`src/tshap_pkg.sv`:
```
`timescale 1ns / 1ps
`default_nettype none
package tshap_pkg;

  typedef enum logic [3:0] {
    G_IDLE     = 4'd0,
    G_HDR      = 4'd1,
    G_AFLEN    = 4'd2,
    G_AFFLAGS  = 4'd3,
    G_PCR      = 4'd4,
    G_OPCR     = 4'd5,
    G_SPLICE   = 4'd6,
    G_PRIVLEN  = 4'd7,
    G_PRIVDATA = 4'd8,
    G_EXTLEN   = 4'd9,
    G_EXTFLAGS = 4'd10,
    G_LTW      = 4'd11,
    G_PR       = 4'd12,
    G_SS       = 4'd13
  } group_e;

  localparam int unsigned MaxRec    = 8;
  localparam int unsigned CntW      = 4;
  localparam int unsigned CodeW     = 6;
  localparam int unsigned ValW      = 33;
  localparam int unsigned AccW      = 48;
  localparam int unsigned PidBits   = 13;
  localparam int unsigned RateBits  = 22;
  localparam int unsigned DtsBits   = 15;
  localparam int unsigned ExtBits   = 9;
  localparam int unsigned FifoDepth = 16;
  localparam int unsigned FifoAw    = 4;

  typedef struct packed {
    logic [CodeW-1:0] code;
    logic [ValW-1:0]  value;
    logic             last;
  } rec_t;

  // The records caused by one byte, in stream order.
  typedef struct packed {
    rec_t [MaxRec-1:0] rec;
    logic [CntW-1:0]   count;
  } batch_t;

  function automatic rec_t mk(input int unsigned code, input logic [ValW-1:0] v);
    rec_t r;
    r.code  = CodeW'(code);
    r.value = v;
    r.last  = 1'b0;
    return r;
  endfunction

endpackage
`default_nettype wire

```
`src/tshap_parse.sv`:
```
`timescale 1ns / 1ps
`default_nettype none
// Parse state machine: one byte in, a batch of records out in the same cycle.
module tshap_parse (
  input  wire logic                   clk_i,
  input  wire logic                   rst_ni,
  input  wire logic                   en_i,
  input  wire logic [7:0]             data_byte_i,
  input  wire logic                   packet_start_i,
  output tshap_pkg::batch_t           batch_o
);

  tshap_pkg::group_e            grp_q, grp_d;
  logic [2:0]                   k_q, k_d;
  logic [tshap_pkg::AccW-1:0]   acc_q, acc_d;
  logic [7:0]                   af_q, af_d;
  logic [2:0]                   ef_q, ef_d;
  logic [7:0]                   pl_q, pl_d;
  logic                         ha_q, ha_d;

  always_ff @(posedge clk_i or negedge rst_ni) begin
    if (!rst_ni) begin
      grp_q <= tshap_pkg::G_IDLE;
      k_q   <= '0;
      acc_q <= '0;
      af_q  <= '0;
      ef_q  <= '0;
      pl_q  <= '0;
      ha_q  <= 1'b0;
    end else if (en_i) begin
      grp_q <= grp_d;
      k_q   <= k_d;
      acc_q <= acc_d;
      af_q  <= af_d;
      ef_q  <= ef_d;
      pl_q  <= pl_d;
      ha_q  <= ha_d;
    end
  end

  // Next optional group after g, given the flags.
  function automatic tshap_pkg::group_e next_grp(input logic [3:0] g,
                                                 input logic [7:0] af,
                                                 input logic [2:0] ef);
    tshap_pkg::group_e r;
    r = tshap_pkg::G_IDLE;
    if      (g < 4'd4  && af[4]) r = tshap_pkg::G_PCR;
    else if (g < 4'd5  && af[3]) r = tshap_pkg::G_OPCR;
    else if (g < 4'd6  && af[2]) r = tshap_pkg::G_SPLICE;
    else if (g < 4'd7  && af[1]) r = tshap_pkg::G_PRIVLEN;
    else if (g < 4'd9  && af[0]) r = tshap_pkg::G_EXTLEN;
    else if (g < 4'd11 && ef[2]) r = tshap_pkg::G_LTW;
    else if (g < 4'd12 && ef[1]) r = tshap_pkg::G_PR;
    else if (g < 4'd13 && ef[0]) r = tshap_pkg::G_SS;
    return r;
  endfunction

  // Byte decode and record generation.
  always_comb begin
    tshap_pkg::group_e g;
    logic [2:0] k;
    logic [7:0] af, ef8, pl, b;
    logic [2:0] ef;
    logic [tshap_pkg::AccW-1:0] acc;
    logic       fin, ent;
    tshap_pkg::group_e tgt;
    logic [3:0] fin_from;
    logic [tshap_pkg::CntW-1:0] n;
    tshap_pkg::rec_t [tshap_pkg::MaxRec-1:0] r;

    g = grp_q; k = k_q; af = af_q; ef = ef_q; pl = pl_q; ha_d = ha_q;
    acc = acc_q; b = data_byte_i;
    fin = 1'b0; ent = 1'b0; tgt = tshap_pkg::G_IDLE; fin_from = 4'd0;
    n = '0; r = '0; ef8 = '0;
    if (packet_start_i) begin
      g = tshap_pkg::G_HDR; k = '0; acc = '0; af = '0; ef = '0; pl = '0; ha_d = 1'b0;
    end
    acc = {acc[tshap_pkg::AccW-9:0], b};
    grp_d = g; k_d = k + 3'd1; acc_d = acc; af_d = af; ef_d = ef; pl_d = pl;
    unique case (g)
      tshap_pkg::G_IDLE: begin
        grp_d = g; k_d = k; acc_d = acc_q;
      end
      tshap_pkg::G_HDR: begin
        if (k == 3'd0) begin
          r[0] = tshap_pkg::mk(0, 33'(b)); n = 4'd1;
        end else if (k == 3'd1) begin
          r[0] = tshap_pkg::mk(1, 33'(b[7]));
          r[1] = tshap_pkg::mk(2, 33'(b[6]));
          r[2] = tshap_pkg::mk(3, 33'(b[5])); n = 4'd3;
        end else if (k == 3'd2) begin
          r[0] = tshap_pkg::mk(4, 33'(acc[tshap_pkg::PidBits-1:0])); n = 4'd1;
        end else begin
          r[0] = tshap_pkg::mk(5, 33'(b[7:6]));
          r[1] = tshap_pkg::mk(6, 33'(b[5:4]));
          r[2] = tshap_pkg::mk(7, 33'(b[3:0])); n = 4'd3;
          ha_d = b[5];
          ent = 1'b1;
          tgt = b[5] ? tshap_pkg::G_AFLEN : tshap_pkg::G_IDLE;
        end
      end
      tshap_pkg::G_AFLEN: begin
        r[0] = tshap_pkg::mk(8, 33'(b)); n = 4'd1;
        ent = 1'b1;
        tgt = (b == 8'd0) ? tshap_pkg::G_IDLE : tshap_pkg::G_AFFLAGS;
      end
      tshap_pkg::G_AFFLAGS: begin
        for (int i = 0; i < 8; i++) begin
          r[i] = tshap_pkg::mk(9 + i, 33'(b[7-i]));
        end
        n = 4'd8;
        af = b; af_d = b;
        fin = 1'b1; fin_from = 4'd3;
      end
      tshap_pkg::G_PCR, tshap_pkg::G_OPCR: begin
        if (k == 3'd4) begin
          r[0] = tshap_pkg::mk(g == tshap_pkg::G_PCR ? 19 : 22, acc[39:7]);
          r[1] = tshap_pkg::mk(g == tshap_pkg::G_PCR ? 18 : 21, 33'(acc[6:1]));
          n = 4'd2;
        end else if (k >= 3'd5) begin
          r[0] = tshap_pkg::mk(g == tshap_pkg::G_PCR ? 17 : 20,
                               33'(acc[tshap_pkg::ExtBits-1:0]));
          n = 4'd1;
          fin = 1'b1; fin_from = 4'(g);
        end
      end
      tshap_pkg::G_SPLICE: begin
        r[0] = tshap_pkg::mk(23, 33'(b)); n = 4'd1;
        fin = 1'b1; fin_from = 4'd6;
      end
      tshap_pkg::G_PRIVLEN: begin
        r[0] = tshap_pkg::mk(24, 33'(b)); n = 4'd1;
        pl_d = b;
        if (b == 8'd0) begin
          fin = 1'b1; fin_from = 4'd8;
        end else begin
          ent = 1'b1; tgt = tshap_pkg::G_PRIVDATA;
        end
      end
      tshap_pkg::G_PRIVDATA: begin
        r[0] = tshap_pkg::mk(25, 33'(b)); n = 4'd1;
        pl_d = pl - 8'd1;
        if (pl == 8'd1) begin
          fin = 1'b1; fin_from = 4'd8;
        end
      end
      tshap_pkg::G_EXTLEN: begin
        r[0] = tshap_pkg::mk(26, 33'(b)); n = 4'd1;
        ent = 1'b1; tgt = tshap_pkg::G_EXTFLAGS;
      end
      tshap_pkg::G_EXTFLAGS: begin
        r[0] = tshap_pkg::mk(27, 33'(b[7]));
        r[1] = tshap_pkg::mk(28, 33'(b[6]));
        r[2] = tshap_pkg::mk(29, 33'(b[5]));
        r[3] = tshap_pkg::mk(30, 33'(b[4:0])); n = 4'd4;
        ef = b[7:5]; ef_d = b[7:5];
        fin = 1'b1; fin_from = 4'd10;
      end
      tshap_pkg::G_LTW: begin
        if (k >= 3'd1) begin
          r[0] = tshap_pkg::mk(31, 33'(acc[tshap_pkg::DtsBits]));
          r[1] = tshap_pkg::mk(32, 33'(acc[tshap_pkg::DtsBits-1:0])); n = 4'd2;
          fin = 1'b1; fin_from = 4'd11;
        end
      end
      tshap_pkg::G_PR: begin
        if (k == 3'd0) begin
          r[0] = tshap_pkg::mk(33, 33'(b[7:6])); n = 4'd1;
        end else if (k >= 3'd2) begin
          r[0] = tshap_pkg::mk(34, 33'(acc[tshap_pkg::RateBits-1:0])); n = 4'd1;
          fin = 1'b1; fin_from = 4'd12;
        end
      end
      tshap_pkg::G_SS: begin
        if (k == 3'd0) begin
          r[0] = tshap_pkg::mk(35, 33'(b[7:4]));
          r[1] = tshap_pkg::mk(36, 33'(b[3:1]));
          r[2] = tshap_pkg::mk(37, 33'(b[0])); n = 4'd3;
        end else if (k == 3'd2 || k >= 3'd4) begin
          r[0] = tshap_pkg::mk(k == 3'd2 ? 38 : 40, 33'(acc[tshap_pkg::DtsBits:1]));
          r[1] = tshap_pkg::mk(k == 3'd2 ? 39 : 41, 33'(acc[0])); n = 4'd2;
          if (k >= 3'd4) begin
            fin = 1'b1; fin_from = 4'd13;
          end
        end
      end
      default: begin
        ent = 1'b1; tgt = tshap_pkg::G_IDLE;
      end
    endcase
    ef8 = {5'd0, ef};
    if (fin) begin
      ent = 1'b1;
      tgt = next_grp(fin_from, af, ef8[2:0]);
    end
    if (ent) begin
      grp_d = tgt; k_d = '0; acc_d = '0;
    end
    for (int i = 0; i < tshap_pkg::MaxRec; i++) begin
      if (n != '0 && 4'(i) == n - 4'd1) r[i].last = 1'b1;
    end
    batch_o.rec   = r;
    batch_o.count = n;
  end

endmodule
`default_nettype wire

```
`src/tshap_fifo.sv`:
```
`timescale 1ns / 1ps
`default_nettype none
// Record queue: writes a whole batch of up to eight words, reads one a cycle.
module tshap_fifo (
  input  wire logic              clk_i,
  input  wire logic              rst_ni,
  input  wire tshap_pkg::batch_t batch_i,
  input  wire logic              push_i,
  output logic                   room_o,
  output logic                   valid_o,
  input  wire logic              pop_i,
  output tshap_pkg::rec_t        rec_o
);

  tshap_pkg::rec_t [tshap_pkg::FifoDepth-1:0] mem_q;
  logic [tshap_pkg::FifoAw-1:0] rd_q, wr_q;
  logic [tshap_pkg::FifoAw:0]   cnt_q, cnt_d;
  logic                         pop;

  assign pop     = pop_i && valid_o;
  assign valid_o = cnt_q != '0;
  assign rec_o   = mem_q[rd_q];
  // Room for a full batch: depth minus eight.
  assign room_o  = cnt_q <= 5'(tshap_pkg::FifoDepth - tshap_pkg::MaxRec);
  assign cnt_d   = cnt_q + (push_i ? 5'(batch_i.count) : 5'd0) - (pop ? 5'd1 : 5'd0);

  always_ff @(posedge clk_i or negedge rst_ni) begin
    if (!rst_ni) begin
      rd_q  <= '0;
      wr_q  <= '0;
      cnt_q <= '0;
    end else begin
      cnt_q <= cnt_d;
      if (pop) rd_q <= rd_q + 4'd1;
      if (push_i) wr_q <= wr_q + batch_i.count;
    end
  end

  // Batch write into consecutive slots.
  always_ff @(posedge clk_i) begin
    if (push_i) begin
      for (int i = 0; i < tshap_pkg::MaxRec; i++) begin
        if (4'(i) < batch_i.count) mem_q[wr_q + 4'(i)] <= batch_i.rec[i];
      end
    end
  end

  ovf_a: assert property (@(posedge clk_i) disable iff (!rst_ni)
    cnt_q <= 5'(tshap_pkg::FifoDepth)) else $error("record queue overflow");
  push_room_a: assert property (@(posedge clk_i) disable iff (!rst_ni)
    push_i |-> room_o) else $error("batch pushed without room");
  empty_a: assert property (@(posedge clk_i) disable iff (!rst_ni)
    (cnt_q == '0) |-> !valid_o) else $error("valid while empty");

endmodule
`default_nettype wire

```
`src/ts_header_adaptation_parser_top.sv`:
```
`timescale 1ns / 1ps
`default_nettype none
// Transport-stream header and adaptation-field parser. One packet byte is taken
// per cycle; each byte is decoded in the same cycle it is accepted and the up to
// eight records it completes are written at once into a sixteen-word queue, which
// delivers one record per cycle while out_ready_i is high. Input is ready whenever
// the queue has room for a full batch of eight, so the sustained rate is one byte
// per cycle as long as bytes average at most one record each; a flags byte (eight
// records) can hold input off until the queue is back down to eight words. The
// records of a byte are registered in the queue, behind any still waiting there.
module ts_header_adaptation_parser_top (
  input  wire logic        clk_i,
  input  wire logic        rst_ni,
  input  wire logic        in_valid_i,
  output logic             in_ready_o,
  input  wire logic [7:0]  data_byte_i,
  input  wire logic        packet_start_i,
  output logic             out_valid_o,
  input  wire logic        out_ready_i,
  output logic [5:0]       field_code_o,
  output logic [32:0]      field_value_o,
  output logic             last_of_run_o
);

  tshap_pkg::batch_t batch;
  tshap_pkg::rec_t   rec;
  logic              acc;

  assign acc = in_valid_i && in_ready_o;

  tshap_parse u_parse (
    .clk_i, .rst_ni, .en_i(acc), .data_byte_i, .packet_start_i, .batch_o(batch)
  );

  tshap_fifo u_fifo (
    .clk_i, .rst_ni, .batch_i(batch), .push_i(acc), .room_o(in_ready_o),
    .valid_o(out_valid_o), .pop_i(out_ready_i), .rec_o(rec)
  );

  assign field_code_o  = rec.code;
  assign field_value_o = rec.value;
  assign last_of_run_o = rec.last;

endmodule
`default_nettype wire
```
`config.mk`:
```
export PLATFORM = sky130hd
export DESIGN_NAME = ts_header_adaptation_parser_top
export DESIGN_NICKNAME = d
export VERILOG_FILES = /design/src/tshap_pkg.sv /design/src/tshap_parse.sv /design/src/tshap_fifo.sv /design/src/ts_header_adaptation_parser_top.sv
export SDC_FILE = /design/constraint.sdc
export NUM_CORES = 2
export LEC_CHECK = 0
export BUFFER_PORTS_ARGS = -buffer_cell sky130_fd_sc_hd__buf_2
export CELL_PAD_IN_SITES_DETAIL_PLACEMENT = 1
export CELL_PAD_IN_SITES_GLOBAL_PLACEMENT = 2
export CORE_MARGIN = 4
export CORE_UTILIZATION = 40
export DETAILED_ROUTE_END_ITERATION = 8
export GPL_ROUTABILITY_DRIVEN = 0
export PLACE_DENSITY_LB_ADDON = 0.15
export SLEW_MARGIN = 20
export SYNTH_ARGS = -nofsm -noshare
export SYNTH_HDL_FRONTEND = slang
export SYNTH_SLANG_ARGS = --single-unit
```
`constraint.sdc`:
```
create_clock -name clk_i -period 28.7 [get_ports clk_i]
set_clock_uncertainty 0.1 [all_clocks]
set_input_delay 8.61 -clock clk_i [delete_from_list [all_inputs] [get_ports clk_i]]
set_output_delay 8.61 -clock clk_i [all_outputs]
set_load 0.01 [all_outputs]
```
Yosys cells after proc, flatten, opt, wreduce, memory -nomap -nowiden
Cells that the tools add are included.

$add $sub $neg: 14. $mul: 0. Divide/modulo/power cells: 0. Order comparisons: 38. Equal/unequal tests: 25. Shift operators: 0. Multiplexer cells: 144. Bitwise logic cells: 0. Reduce and logical (&&, ||, !) cells: 38.

Operators by type and width (number): $mux 640 (15); $bwmux 640 (8); $demux 40 s4 (8); $mux 40 (13); $pmux 40 s12 (1); $mux 80 (4); $pmux 40 s6 (1); $bmux 40 s4 (1); $pmux 40 s4 (1); $mux 159 (1); $mux 4 (33); $mux 117 (1); $mux 39 (3); $mux 32 (3); $pmux 39 s2 (1); $mux 77 (1); $lt 4x5->1 const B (9); $pmux 4 s9 (1); $mux 35 (1); $ge 4x1->1 const B (8); $pmux 4 s8 (1); $logic_and 1x1->1 (26); $mux 1 (26); $eq 4x4->1 const B (6); 48 further kinds (86).

Flip-flop bits (word level): 708. Latch bits: 0. Bits in writable memories: 0. Bits in read-only memories: 0. Bits of input ports: 13. Output and inout port bits: 42. Logic and storage cells: 316. Memories: 0.

Logic depth before layout (Yosys ltp)
Word-level depth: 33. Mapped depth: 21. Mapped depth without buffers: 16.

By module
Synthesis repeated with hierarchy kept, for this count alone.

Cells, all modules: 9890. Area total of the unflattened synthesis: 80452.2 um^2.

Modules (own cells, without submodules): tshap_fifo (instances 1, cells an instance 9049, area each 74067.3 um^2, sequential area each 19543.7 um^2); tshap_parse (instances 1, cells an instance 840, area each 6378.6 um^2, sequential area each 1376.3 um^2); ts_header_adaptation_parser_top (instances 1, cells an instance 1, area each 6.3 um^2, sequential area each 0.0 um^2).

Worst setup path before layout
Ideal clock, no wire load.

Kind: in2reg. Start point: input in_valid_i. End point: register u_fifo.cnt_q[4] in the netlist's numbering. Library setup time: 125 ps. Arrival time: 28340 ps. Required time: 28475 ps. Path slack: 135 ps. Stages: 10. Buffers on the path: 1. Cell sequence: nand2_1 > inv_1 > buf_1 > nand2_1 > ha_1 > fa_1 > inv_1 > a21o_1 > a21oi_1 > xnor2_1.

Cells in the longest elaborated chain, start to end: 4.

RTL lines: start, declared (line ts_header_adaptation_parser_top.sv:14) `input wire logic in_valid_i,`; $logic_and 1x1->1 (line ts_header_adaptation_parser_top.sv:29) `assign acc = in_valid_i && in_ready_o;`; net acc (line ts_header_adaptation_parser_top.sv:27) `logic acc;`; $mux 4 (line tshap_fifo.sv:25) `assign cnt_d = cnt_q + (push_i ? 5'(batch_i.count) : 5'd0) - (pop ? 5'd1 : 5'd0);`; $add 5x5->5 (line tshap_fifo.sv:25); $sub 5x5->5 (line tshap_fifo.sv:25); net u_fifo.cnt_d, one bit (line tshap_fifo.sv:17) `logic [tshap_pkg::FifoAw:0] cnt_q, cnt_d;`; end signal, assigned (line tshap_fifo.sv:33) `cnt_q <= cnt_d;`; end, declared (line tshap_fifo.sv:17).

The timed path passes the listed nets, and every way through them passes these cells. A chain may end at the register's enable or synchronous reset.

Worst setup path in the final report
Start point: input packet_start_i. End point: register u_fifo.mem_q[5] in the netlist's numbering, data pin.

Cells in the longest elaborated chain, start to end: 29. Elaborated cells on any way between the ends: 85. Classes of those cells: 12 x order compare; 16 x eq/ne; 53 x mux; 4 x reduce/logical.

RTL lines: start, declared (line ts_header_adaptation_parser_top.sv:17) `input wire logic packet_start_i,`; $mux 3 (line tshap_parse.sv:75) `if (packet_start_i) begin`; $ge 3x3->1 / $eq 3x2->1 (equally long branches) (line tshap_parse.sv:179, tshap_parse.sv:91); $logic_or 1x1->1 (tied with other cells) (line tshap_parse.sv:179) `end else if (k == 3'd2 || k >= 3'd4) begin`; $mux 2 (tied with other cells) (line tshap_parse.sv:179); $mux 4 (tied with other cells) (line tshap_parse.sv:175) `if (k == 3'd0) begin`; $pmux 4 s8 / $pmux 40 s12 (equally long branches) (line tshap_parse.sv:80) `unique case (g)`; $lt 1x4->1 / $bwmux 640 (equally long branches) (line tshap_fifo.sv:43) `if (4'(i) < batch_i.count) mem_q[wr_q + 4'(i)] <= batch_i.rec[i];`; $mux 640 (line tshap_fifo.sv:43); [13 not listed]; $bwmux 640 (line tshap_fifo.sv:43); $mux 640 (line tshap_fifo.sv:43); $mux 640 (line tshap_fifo.sv:41) `if (push_i) begin`; $bwmux 640 (line tshap_fifo.sv:43); $mux 640 (line tshap_fifo.sv:43); $mux 640 (line tshap_fifo.sv:41); $bwmux 640 (line tshap_fifo.sv:43); $mux 640 * (line tshap_fifo.sv:43); end signal, assigned by index (line tshap_fifo.sv:43); end, declared (line tshap_fifo.sv:15) `tshap_pkg::rec_t [tshap_pkg::FifoDepth-1:0] mem_q;`.

Every way passes the cells marked *; elsewhere a longest branch is shown, timed or not. The select of a mux whose other input is x is not followed.

==> results.py <==
metrics = {
    "route": {
        "drc_errors": 0,
        "routed_wl_mm": 225.9,
        "detail-route-antenna-nets": 0,
        "wl_per_cell_um": 35.55,
        "vias": 44710,
        "drt_pass1_iterations": 6,
        "vias_per_cell": 7.034,
        "dr.first_iter.drc_count": 6499,
    },
    "synthesis": {
        "syn_area_sq_um": 46330,
        "synth-compound-area-share_pct": 22.58,
        "ys_types": 92,
        "synth_fa_ha_area_share_pct": 0.6806,
        "syn_area_per_cell_sq_um": 9.412,
        "ys_async_sr_fraction_pct": 9.605,
        "synth_edf_count": 640,
        "synth_seq_cells": 708,
        "synth_top_family_by_area": "compound AO/OA/AOI/OAI gates",
        "synth_cells": 4922,
        "yosys.area_share.simple_pct": 16.55,
        "syn_nets": 4959,
        "synthXorXnorAreaFrac_pct": 0.4537,
        "synthMuxAreaShare_pct": 9.877,
        "synthFlopType": "edfxtp_1",
        "ys_warn_count": 0,
        "ys_seq_area_share_pct": 45.16,
    },
    "sta": {
        "setup_viol": 0,
        "fmax_mhz": 69.59,
        "finalSetupTns_ns": 0,
        "fin_crit_ns": 14.37,
        "period_share_pct": 50.07,
        "hold_viol": 0,
        "fin_ws_ns": 14.33,
        "tightestPinTransition_ns": 1.201,
        "slew_headroom_pct": 19.64,
        "drv_slew": 0,
        "rsz0062_at_grt": "no",
    },
    "setup_path": {
        "endpoint_kind": "register",
        "crit_path_frequent_cell": "nand2_1",
        "critPathMaxFanout": 38,
        "crit_type": "input port to register",
        "critical_path.startpoint": "packet_start_i",
        "r2r-start": "u_fifo.wr_q[1]",
        "slowest_stage": "a21oi_1",
        "required_ns": 29.00,
        "slowest_delay_ns": 0.97,
        "cp_cell_sequence": "buf_2 > clkinv_1 > nand2_1 > ha_1 > inv_1 > nor4_2 > buf_4 > nor2_1 > nand2_1 > nand2_1 > a21oi_1 > or3_1 > o22ai_1",
        "crit_arrival_ns": 14.67,
        "startpoint_type": "input port",
    },
    "die": {
        "fp.coreArea_sq_um": 114700,
        "rows": 124,
        "die_x_um": 348.3,
        "pin_count": 55,
        "dieHeight_um": 348.3,
        "start_util_pct": 40.41,
        "dieArea_sq_um": 121300,
    },
    "cells_and_area": {
        "fillCellCount": 12860,
        "final_net_count": 4802,
        "drive_gt1_share_pct": 13.72,
        "instances_no_fill": 6356,
        "area_growth_pct": 10.21,
        "layout_commonest_cell": "nand2_1",
        "layout_common_cells": "837 x nand2_1, 640 x edfxtp_1, 584 x nor2_1, 552 x a21oi_1, 356 x a211oi_1",
    },
    "global_routing": {
        "grt_pass1_wl_mm": 322.7,
        "grt_use_total_pct": 36.24,
        "grt_pass1_vias": 44250,
        "grt_max_degree": 171,
        "antenna_found_initial": 15,
        "grt_overflow": 0,
    },
    "clock_tree": {
        "cts_setup_buffers": 0,
        "cts_tree": "built",
        "htree_levels": 3,
        "cts_hold_buffers": 0,
        "cts.clk_slew.worst_paths_ns": 0.07,
        "cts_buffers": 90,
        "cts_resized": 0,
        "clockRootBuffer": "clkbuf_16",
        "clock_sinks": 708,
        "worstSkewPairLatency_ns": 0.71,
        "clock_path_buffers": 3,
    },
    "run": {
        "cap_violations": 0,
    },
    "pwr": {
        "powerDensity_nw_per_um2": 117.5,
        "power.leakage_uw": 0.01703,
        "peakVddDrop_mv": 0.06297,
    },
    "placement": {
        "hpwl_mm": 150.3,
        "placed_cells": 6185,
        "port_buffers": 54,
        "dp_worst_setup_slack_ns": 13.67,
    },
    "min_path": {
        "hp-class": "register to register",
        "hold_path.startpoint": "u_parse.af_q[1]",
    },
    "outcome": {
        "status": "finished, final reports clean",
    },
}
-- layer usage --
| metal | GRT usage, % | routed length (um) | vias to the layer above |
|---|---|---|---|
| li1 | - | - | 18340 |
| met1 | 46.89 | 87940 | 22790 |
| met2 | 56.26 | 100300 | 2746 |
| met3 | 9.043 | 23150 | 821 |
| met4 | 19.35 | 14430 | 16 |
| met5 | 0 | 86 | - |
-- Yosys cell counts (29+ instances only) --
library cell  instances  area [sq um]
a2111oi_0            32         280.3
a211oi_1            356          2673
a21oi_1             554          2773
a22o_1               33         289.0
a22oi_1              34         255.2
a31oi_1              29         181.4
and2_1               36         225.2
buf_1                51         191.4
buf_2               122         610.6
clkbuf_1            301          1130
dfrtp_1              68          1702
edfxtp_1            640         19220
inv_1                34         127.6
mux4_2              200          4504
nand2_1             843          3164
nand3_1              68         340.3
nor2_1              600          2252
nor3_1               88         440.4
o211ai_1            118         885.9
o21ai_0             216          1081
o22ai_1              59         369.1
-- area by class of cell --
type                       count  area [sq um]  share of cell area, %
antenna                        4         10.01                0.01960
clock buffer                 123          2467                  4.833
clock inverter                44         471.7                 0.9239
inverter                      36         142.6                 0.2794
multi-input combinational   3691         23460                  45.95
sequential                   708         20930                  41.00
tap                         1512          1892                  3.705
timing repair buffer         238          1679                  3.289
-- metrics by stage --
step	utilization [%]	power [uW]	hold slack, ns	cell area, sq um
after detailed placement	41.95	4738	0.3668	48100
after floorplan	-	3792	0.3450	46330
after global routing	44.52	6217	0.4136	51050
after global placement	41.93	4672	0.3600	48080
final	44.53	5999	0.3818	51060
after CTS	44.51	5914	0.3804	51040
-- flip-flops by register name (all words and copies together), names as in the netlist --
register       flops
u_parse.ef_q       3
u_parse.acc_q     32
u_fifo.wr_q        4
u_parse.pl_q       8
u_fifo.rd_q        4
u_fifo.cnt_q       5
u_parse.af_q       5
u_parse.k_q        3
u_fifo.mem_q     640
u_parse.grp_q      4
-- worst max-delay path, delay by kind of cell --
kind	cells	cell delay, ns
simple gates	6	2.47
buf+inv	4	1.86
compound gates	2	1.16
fa+ha+maj	1	0.53
-- power breakdown --
part           switching, uW  leakage, uW  internal [uW]
Sequential               222      0.00681           1600
Combinational           1980      0.00880           1030
Clock                    504      0.00143            669
Total                   2700       0.0170           3290
-- worst paths after layout --
path	to	slack, ns	cells after the start
worst max-delay path	u_fifo.mem_q[5]	14.33	13
worst min-delay path	u_parse.af_q[1]	0.38	2
worst max register to register	u_fifo.mem_q[299]	22.89	11
worst min register to register	u_parse.af_q[1]	0.38	2
max in group asynchronous	u_fifo.rd_q[2]	19.71	2
min in group asynchronous	u_fifo.wr_q[1]	7.67	1
-- cells by family after synthesis --
| group | Yosys count |
|---|---|
| simple gates | 1811 |
| flops | 708 |
| mux | 207 |
| buf+inv | 523 |
| xor+xnor | 24 |
| compound gates | 1625 |
| fa+ha+maj | 24 |
Note: power is estimated with default switching activity, not from simulation.
